===== src/rtl/qwt_pkg.sv =====
// shared types and constants for the quoted word tokenizer
// no dependencies
package qwt_pkg;

    typedef logic [1:0] t_kind;

    localparam t_kind KIND_CHAR = 2'd0;
    localparam t_kind KIND_END  = 2'd1;
    localparam t_kind KIND_OK   = 2'd2;
    localparam t_kind KIND_ERR  = 2'd3;

    localparam logic [7:0] CH_NUL   = 8'h00;
    localparam logic [7:0] CH_QUOTE = 8'h22;
    localparam logic [7:0] CH_BSL   = 8'h5c;
    localparam logic [7:0] CH_SPACE = 8'h20;
    localparam logic [7:0] CH_TAB   = 8'h09;
    localparam logic [7:0] CH_CR    = 8'h0d;

    function automatic logic is_blank(input logic [7:0] b);
        return (b == CH_SPACE) || ((b >= CH_TAB) && (b <= CH_CR));
    endfunction

endpackage


===== src/rtl/quoted_word_tokenizer.sv =====
// Usage notes for quoted_word_tokenizer
// Input channel: one byte of a command line per beat (i_in_valid, o_in_stall,
// i_in_byte); a zero byte ends the line.
// Output channel: result beats (o_out_valid, i_out_stall, o_kind, o_out_byte,
// o_last). A byte gives zero, one or two results; o_last marks the final one.
// Kinds: token character, token end, line ok, line error.
// Path: an accepted byte waits in the input register, and its first result is
// registered in the output register.
// Throughput: one byte per cycle while each byte gives at most one result and
// the output is not stalled; a byte that closes a word at end of line holds off
// the next byte until the single output register drains the line-ok result.
// The input register and the output register separate the two sides, so a new
// byte is accepted while a result waits to be taken.
// A stall on the output holds the result and backs up into o_in_stall once the
// input register is full.
// Reset (synchronous, active low) empties both registers and returns the lexer
// to the whitespace state.
// Depends on qwt_pkg.
module quoted_word_tokenizer (
    input  logic                i_clk,
    input  logic                i_rst_n,
    input  logic                i_in_valid,
    output logic                o_in_stall,
    input  logic [7:0]          i_in_byte,
    output logic                o_out_valid,
    input  logic                i_out_stall,
    output qwt_pkg::t_kind      o_kind,
    output logic [7:0]          o_out_byte,
    output logic                o_last
);

    localparam logic [2:0] MODE_SPACE = 3'd0;
    localparam logic [2:0] MODE_WORD  = 3'd1;
    localparam logic [2:0] MODE_QUOTE = 3'd2;
    localparam logic [2:0] MODE_ESC   = 3'd3;
    localparam logic [2:0] MODE_QESC  = 3'd4;

    logic [2:0]     r_mode;
    logic [2:0]     n_mode;
    logic           r_in_valid;
    logic [7:0]     r_in_byte;
    logic           r_out_valid;
    logic           r_pend;
    qwt_pkg::t_kind r_kind;
    logic [7:0]     r_out_byte;
    logic           r_last;

    logic [1:0]     res_cnt;
    qwt_pkg::t_kind res_kind;
    logic [7:0]     res_byte;
    logic           out_fire;
    logic           out_free;
    logic           consume;

    assign out_fire = r_out_valid & ~i_out_stall;
    assign out_free = ~r_out_valid | (out_fire & ~r_pend);
    assign consume  = r_in_valid & out_free;

    assign o_in_stall  = r_in_valid & ~consume;
    assign o_out_valid = r_out_valid;
    assign o_kind      = r_kind;
    assign o_out_byte  = r_out_byte;
    assign o_last      = r_last;

    always_comb begin
        n_mode   = r_mode;
        res_cnt  = 2'd0;
        res_kind = qwt_pkg::KIND_CHAR;
        res_byte = 8'd0;
        case (r_mode)
            MODE_WORD: begin
                if (r_in_byte == qwt_pkg::CH_NUL) begin
                    res_cnt  = 2'd2;
                    res_kind = qwt_pkg::KIND_END;
                    n_mode   = MODE_SPACE;
                end else if (qwt_pkg::is_blank(r_in_byte)) begin
                    res_cnt  = 2'd1;
                    res_kind = qwt_pkg::KIND_END;
                    n_mode   = MODE_SPACE;
                end else if (r_in_byte == qwt_pkg::CH_QUOTE) begin
                    n_mode = MODE_QUOTE;
                end else if (r_in_byte == qwt_pkg::CH_BSL) begin
                    n_mode = MODE_ESC;
                end else begin
                    res_cnt  = 2'd1;
                    res_byte = r_in_byte;
                end
            end
            MODE_QUOTE: begin
                if (r_in_byte == qwt_pkg::CH_NUL) begin
                    res_cnt  = 2'd1;
                    res_kind = qwt_pkg::KIND_ERR;
                    n_mode   = MODE_SPACE;
                end else if (r_in_byte == qwt_pkg::CH_QUOTE) begin
                    n_mode = MODE_WORD;
                end else if (r_in_byte == qwt_pkg::CH_BSL) begin
                    n_mode = MODE_QESC;
                end else begin
                    res_cnt  = 2'd1;
                    res_byte = r_in_byte;
                end
            end
            MODE_ESC, MODE_QESC: begin
                res_cnt = 2'd1;
                if (r_in_byte == qwt_pkg::CH_NUL) begin
                    res_kind = qwt_pkg::KIND_ERR;
                    n_mode   = MODE_SPACE;
                end else begin
                    res_byte = r_in_byte;
                    n_mode   = (r_mode == MODE_ESC) ? MODE_WORD : MODE_QUOTE;
                end
            end
            default: begin
                n_mode = MODE_SPACE;
                if (r_in_byte == qwt_pkg::CH_NUL) begin
                    res_cnt  = 2'd1;
                    res_kind = qwt_pkg::KIND_OK;
                end else if (r_in_byte == qwt_pkg::CH_QUOTE) begin
                    n_mode = MODE_QUOTE;
                end else if (r_in_byte == qwt_pkg::CH_BSL) begin
                    n_mode = MODE_ESC;
                end else if (!qwt_pkg::is_blank(r_in_byte)) begin
                    res_cnt  = 2'd1;
                    res_byte = r_in_byte;
                    n_mode   = MODE_WORD;
                end
            end
        endcase
    end

    // input register
    always_ff @(posedge i_clk) begin
        if (!i_rst_n) begin
            r_in_valid <= 1'b0;
        end else if (i_in_valid && !o_in_stall) begin
            r_in_valid <= 1'b1;
        end else if (consume) begin
            r_in_valid <= 1'b0;
        end
    end

    always_ff @(posedge i_clk) begin
        if (i_in_valid && !o_in_stall) begin
            r_in_byte <= i_in_byte;
        end
    end

    // lexer state and output register
    always_ff @(posedge i_clk) begin
        if (!i_rst_n) begin
            r_mode      <= MODE_SPACE;
            r_out_valid <= 1'b0;
            r_pend      <= 1'b0;
        end else begin
            if (consume) begin
                r_mode <= n_mode;
            end
            if (out_fire && r_pend) begin
                r_pend <= 1'b0;
            end else if (consume && res_cnt != 2'd0) begin
                r_out_valid <= 1'b1;
                r_pend      <= (res_cnt == 2'd2);
            end else if (out_fire) begin
                r_out_valid <= 1'b0;
            end
        end
    end

    always_ff @(posedge i_clk) begin
        if (out_fire && r_pend) begin
            r_kind     <= qwt_pkg::KIND_OK;
            r_out_byte <= 8'd0;
            r_last     <= 1'b1;
        end else if (consume && res_cnt != 2'd0) begin
            r_kind     <= res_kind;
            r_out_byte <= res_byte;
            r_last     <= (res_cnt == 2'd1);
        end
    end

endmodule


===== config.mk =====
export PLATFORM = sky130hd
export DESIGN_NAME = quoted_word_tokenizer
export DESIGN_NICKNAME = d
export VERILOG_FILES = /design/src/rtl/qwt_pkg.sv /design/src/rtl/quoted_word_tokenizer.sv
export SDC_FILE = /design/constraint.sdc
export NUM_CORES = 1
export LEC_CHECK = 0
export ABC_AREA = 1
export BUFFER_PORTS_ARGS = -buffer_cell sky130_fd_sc_hd__buf_4
export CORE_AREA = 3 3 87 48
export DETAILED_ROUTE_END_ITERATION = 6
export DIE_AREA = 0 0 90 51
export PLACE_DENSITY = 0.66
export SLEW_MARGIN = 40
export SYNTH_ARGS = -nofsm -noshare
export SYNTH_HDL_FRONTEND = slang
export SYNTH_SLANG_ARGS = --single-unit

===== constraint.sdc =====
create_clock -name i_clk -period 2.5 [get_ports i_clk]
set_input_delay 0.125 -clock i_clk [delete_from_list [all_inputs] [get_ports i_clk]]
set_output_delay 0.125 -clock i_clk [all_outputs]
set_load 0.02 [all_outputs]

# [Yosys cells after proc, flatten, opt, wreduce, memory -nomap -nowiden]
# Index checks and enable logic that the tools add are counted.
[op_classes] order_cmp=2 n_eq_ne=11 mux=44 n_bitwise=11 n_reduce_logical=15
[ops] cell="$mux W8" n=10
[ops] cell="$pmux W8 S3" n=1
[ops] cell="$mux W2" n=11
[ops] cell="$mux W3" n=7
[ops] cell="$eq A8 B6 Y1 const B" n=2
[ops] cell="$mux W1" n=12
[ops] cell="$pmux W3 S3" n=1
[ops] cell="$eq A8 B7 Y1 const B" n=1
[ops] cell="$ge A8 B4 Y1 const B" n=1
[ops] cell="$le A8 B4 Y1 const B" n=1
[ops] cell="$logic_not A8 Y1" n=1
[ops] cell="$eq A3 B2 Y1 const B" n=2
[ops] cell="$not A1 Y1" n=6
[ops] cell="$pmux W2 S3" n=1
[ops] cell="$reduce_bool A2 Y1" n=3
[ops] cell="$ne A5 B5 Y1 const B" n=1
[ops] cell="$and A1 B1 Y1" n=4
[ops] cell="$logic_and A1 B1 Y1" n=4
[ops] cell="$ne A4 B4 Y1 const B" n=1
[ops] cell="$pmux W2 S2" n=1
[ops] cell="$reduce_or A2 Y1" n=2
[ops] cell="$eq A3 B1 Y1 const B" n=1
[ops] cell="$eq A3 B3 Y1 const B" n=1
[ops] cell="$reduce_and A3 Y1" n=1
[ops] cell="other kinds (7)" n=7
[totals] ff_bits=25 input_bits=12 output_inout_bits=13 word_cells=91

# [Logic depth before layout (Yosys ltp)]
[logic_depth] ltp_word=12 ltp_mapped=13 mapped_depth_nobuf=12

# [Least setup slack after synthesis]
# No wires, ideal clock.
[synth_path] path_kind="flip-flop to flip-flop" startpoint="reg r_in_byte[1]" endpoint="reg r_kind[0], in the netlist o_kind[0]" setup_ns=0.122 arrival_time_ns=1.437 required_time_ns=2.378 setup_slack_ns=0.941 stages_incl_launch_ff=14 n_path_buf=1 synth_period_minus_slack_ns=1.559 cell_sequence="edfxtp_1 inv_2 nand2_1 nor2_1 nand2_4 nand3_1 nand2_1 nand2_2 nand2_4 nand2_4 buf_8 nand2_2 nand2_1 nor2_1"
[synth_between] elab_chain_len=10 word_cells_on_any_way=24 classes_between="order compare (2); eq/ne (3); mux (14); reduce/logical (5)"
[synth_rtl] item="from (decl)" line="quoted_word_tokenizer.sv:41" text="logic [7:0] r_in_byte;"
[synth_rtl] item="from (signal assigned)" line="quoted_word_tokenizer.sv:144" text="r_in_byte <= i_in_byte;"
[synth_rtl] item="$ge A8 B4 Y1 / $le A8 B4 Y1 (equally long branches)" line="qwt_pkg.sv:20" text="return (b == CH_SPACE) || ((b >= CH_TAB) && (b <= CH_CR));"
[synth_rtl] item="$logic_and A1 B1 Y1" line="qwt_pkg.sv:20"
[synth_rtl] item="$logic_or A1 B1 Y1" line="qwt_pkg.sv:20"
[synth_rtl] item="$mux W1" line="quoted_word_tokenizer.sv:122" text="end else if (!qwt_pkg::is_blank(r_in_byte)) begin"
[synth_rtl] item="$mux W1" line="quoted_word_tokenizer.sv:120" text="end else if (r_in_byte == qwt_pkg::CH_BSL) begin"
[synth_rtl] item="$mux W1" line="quoted_word_tokenizer.sv:118" text="end else if (r_in_byte == qwt_pkg::CH_QUOTE) begin"
[synth_rtl] item="$mux W1" line="quoted_word_tokenizer.sv:115" text="if (r_in_byte == qwt_pkg::CH_NUL) begin"
[synth_rtl] item="$pmux W2 S3" line="quoted_word_tokenizer.sv:70" text="case (r_mode)"
[synth_rtl] item="$reduce_bool A2 Y1" line="quoted_word_tokenizer.sv:174" text="end else if (consume && res_cnt != 2'd0) begin"
[synth_rtl] item="$logic_and A1 B1 Y1" line="quoted_word_tokenizer.sv:174"
[synth_rtl] item="to (signal assigned)" line="quoted_word_tokenizer.sv:171" text="r_kind <= qwt_pkg::KIND_OK;"
[synth_rtl] item="to (signal assigned)" line="quoted_word_tokenizer.sv:175" text="r_kind <= res_kind;"
[synth_rtl] item="to (decl)" line="quoted_word_tokenizer.sv:44" text="qwt_pkg::t_kind r_kind;"
# Parallel ways exist; a longest one is shown, timed or not.
# A chain may end at the register's enable or synchronous reset.

# [Worst setup path in the final report]
[layout_path] startpoint="reg r_in_byte[4]" endpoint="reg r_mode[2]"
[layout_between] elab_chain_len=6 word_cells_on_any_way=17 classes_between="order compare (2); eq/ne (5); mux (6); reduce/logical (4)"
[layout_rtl] item="$ge A8 B4 Y1 / $le A8 B4 Y1 (equally long branches)" line="qwt_pkg.sv:20"
[layout_rtl] item="$logic_and A1 B1 Y1" line="qwt_pkg.sv:20"
[layout_rtl] item="$logic_or A1 B1 Y1" line="qwt_pkg.sv:20"
[layout_rtl] item="$mux W3" line="quoted_word_tokenizer.sv:76" text="end else if (qwt_pkg::is_blank(r_in_byte)) begin"
[layout_rtl] item="$mux W3" line="quoted_word_tokenizer.sv:72" text="if (r_in_byte == qwt_pkg::CH_NUL) begin"
[layout_rtl] item="$pmux W3 S3" line="quoted_word_tokenizer.sv:70"
[layout_rtl] item="to (signal assigned)" line="quoted_word_tokenizer.sv:156" text="r_mode <= n_mode;"
[layout_rtl] item="to (decl)" line="quoted_word_tokenizer.sv:38" text="logic [2:0] r_mode;"
# Parallel ways exist; a longest one is shown, timed or not.

==> results.cfg <==
[outcome]
status = finished clean

[clock_network]
ctsHoldBuffers = 0
cts_tree = yes
cts_max_path_buffers = 2
path_clk_slew_ns = 0.09
insertion_delay_ns = 0.27
htree_levels = 1
cts_resized = 0
clock-sinks = 25
post_cts_buffers = 0
cts_inserted_buffers = 3
cts_root_buf = clkbuf_8

[synth]
synth-simple-area-share_pct = 44.76
netlist_area_um2 = 1540
ys.warnings.count = 0
ys_ff_latch = 25
synth.distinct_cells = 24
yosysSeqAreaShare_pct = 37.69
synth_mux_area_share_pct = 0
synth-compound-area-share_pct = 7.311
synthCells = 237
syn_nets = 249
syn_avg_cell_area_um2 = 6.499
synth_top_family_by_area = simple AND/OR/NAND/NOR gates
synthAdderAreaFrac_pct = 0
synth_xor_xnor_area_share_pct = 0

[setup_path]
path_max_fanout = 7
critPathBufInv = 1
rr_worst_depth = 10
r2r_end = r_mode[2]
setup.worst_path.end = r_mode[2]
path_cells = nor2_1 > nand2_1 > nor2_2 > inv_2 > nand2_1 > nor2_1 > nor2_1 > o21ai_0 > o21ai_0 > nor2_1
reg2reg_slack_ns = 0.64
crit_path_frequent_cell = nor2_1
cp_data_arrival_time_ns = 2.03
path_class = reg2reg
crit_family = simple AND/OR/NAND/NOR gates
cp-end-kind = flop
reg2reg_from = r_in_byte[4]
cp.depth = 10
crit_slowest_cell = edfxtp_1
cp_slowest_stage_delay_ns = 0.49
startpoint = r_in_byte[4]
cp-start-kind = flop
crit_required_ns = 2.67

[timing]
tns_ns = 0
setup_viol = 0
period_share_pct = 74.45
fin_ws_ns = 0.6387
fmax_mhz = 537.3
finalHoldViolations = 0
worst_pin_slew_ns = 0.3972
rsz0062_at_grt = false
slew-limit-headroom_pct = 73.52
final.min_clock_period_ns = 1.861
drv_slew = 0
finClkSkew_ns = 0.007016

[finish]
area_growth_syn_to_layout_pct = 17.55
postLayoutCoreUtil_pct = 53.00
layout_common_cells = 58 x nand2_1, 49 x nor2_1, 33 x inv_1, 24 x nand3_1, 24 x buf_4
n_fill_cell = 341
diodes = 0
multi_input_area_um2 = 802.0
drive_above_1_share_pct = 19.01
register_area_um2 = 580.6
layoutNonFillerInstCount = 314
design_area_um2 = 1810
mostFrequentLayoutCell = nand2_1
nets = 276

[floorplanning]
chipWidth_um = 90
io_pins = 25
initial_core_util_pct = 45.09
rows = 15
core-area_um2 = 3416
dieArea_um2 = 4590
die_h_um = 51

[global_route]
antenna_found_initial = 0
grt_pass1_vias = 1330
grt_pass1_wl_mm = 5.885
grt_usage_pct = 15.95
grt_overflow = 0
grt_max_degree = 16

[pwr]
p_leak_nw = 0.9309
p_clk_share_pct = 22.0
power.density_nw_per_um2 = 599.1
seq_power_share_pct = 46.8
combPwrFrac_pct = 31.2
max-vdd-ir-drop_mv = 0.3502
internal-power_mw = 0.7223
sw_frac_of_total_pct = 33.41
switchingPower_mw = 0.3624

[drt]
ant_nets = 0
vias_per_cell = 4.825
drc = 0
vias = 1515
wl_per_cell_um = 10.88
first_iter_violations = 89
first_pass_iters = 4
wirelength_mm = 3.417

[hold_path]
holdPathStages = 1
min_path_type = in2reg

[placed_design]
hpwl_mm = 2.718
dp_worst_setup_slack_ns = 0.6997
gp_congestion = 0.8936
portBuffers = 24
placed_area_um2 = 1765
dp_cells = 310

[run]
cap_violations = 0
-- kinds of logic (layout without fill, tap and decap cells) --
logic type	count (synthesis)	count (layout)
AND/OR/NAND/NOR	154	154
flip-flops	25	25
AO/OA/AOI/OAI	19	19
buffers and inverters	39	65
-- Yosys cell counts (all sizes together) --
cell type | instances | area share [%]
o21ai | 9 | 2.9
nand3b | 2 | 0.97
edfxtp | 8 | 16
o211ai | 1 | 0.49
dfxtp | 17 | 22
a31oi | 1 | 0.41
o22ai | 2 | 0.81
inv | 37 | 9.0
nor2 | 55 | 14
nor3 | 3 | 0.97
nand2 | 66 | 18
clkbuf | 1 | 0.24
buf | 1 | 0.97
nand3 | 25 | 8.4
nand4 | 3 | 1.6
a21oi | 6 | 2.7
-- state kept, by name (all words and copies together), names as in the netlist --
register     cells
o_kind           2
o_last           1
o_out_byte       8
o_out_valid      1
r_in_byte        8
r_in_valid       1
r_mode           3
r_pend           1
-- power groups by stage --
stage / clock (mW) / sequential [mW] / combinational [mW]
2_1_floorplan: 0 / 0.561 / 0.184
3_3_place_gp: 0 / 0.516 / 0.335
3_5_place_dp: 0 / 0.517 / 0.339
4_1_cts: 0.249 / 0.508 / 0.341
5_1_grt: 0.274 / 0.517 / 0.380
6_report: 0.239 / 0.508 / 0.338
-- final cells by class --
| cell class | count | share of cell area [%] |
|---|---|---|
| Multi-Input combinational cell | 173 | 44.30 |
| Timing Repair Buffer | 24 | 9.952 |
| Clock buffer | 4 | 2.488 |
| Tap cell | 51 | 3.525 |
| Inverter | 37 | 7.671 |
| Sequential cell | 25 | 32.07 |
-- worst min path at each step --
| stage | slack (ns) | startpoint | to |
|---|---|---|---|
| 6_report | 0.03 | i_in_byte[5] | r_in_byte[5] |
| 5_1_grt | 0.009 | i_in_byte[5] | r_in_byte[5] |
| 4_1_cts | 0.02 | i_in_byte[5] | r_in_byte[5] |
| 3_5_place_dp | 0.30 | i_in_byte[0] | r_in_byte[0] |
| 3_3_place_gp | 0.30 | i_in_byte[7] | r_in_byte[7] |
| 2_1_floorplan | 0.22 | i_in_byte[0] | r_in_byte[0] |
-- routing by layer --
layer  global-route usage (%)  share of wire, %
met1                    21.07                48
met2                    25.46                42
met3                    5.000               8.2
met4                    4.315               1.2
met5                        0                 0
-- metrics by stage --
step | power [mW] | hold slack [ns]
after CTS | 1.098 | 0.02335
after detailed placement | 0.8563 | 0.3046
final | 1.085 | 0.03033
after global routing | 1.171 | 0.009455
after floorplan | 0.7454 | 0.2239
after global placement | 0.8506 | 0.3029
No activity file was read; power rests on OpenSTA's default activity.
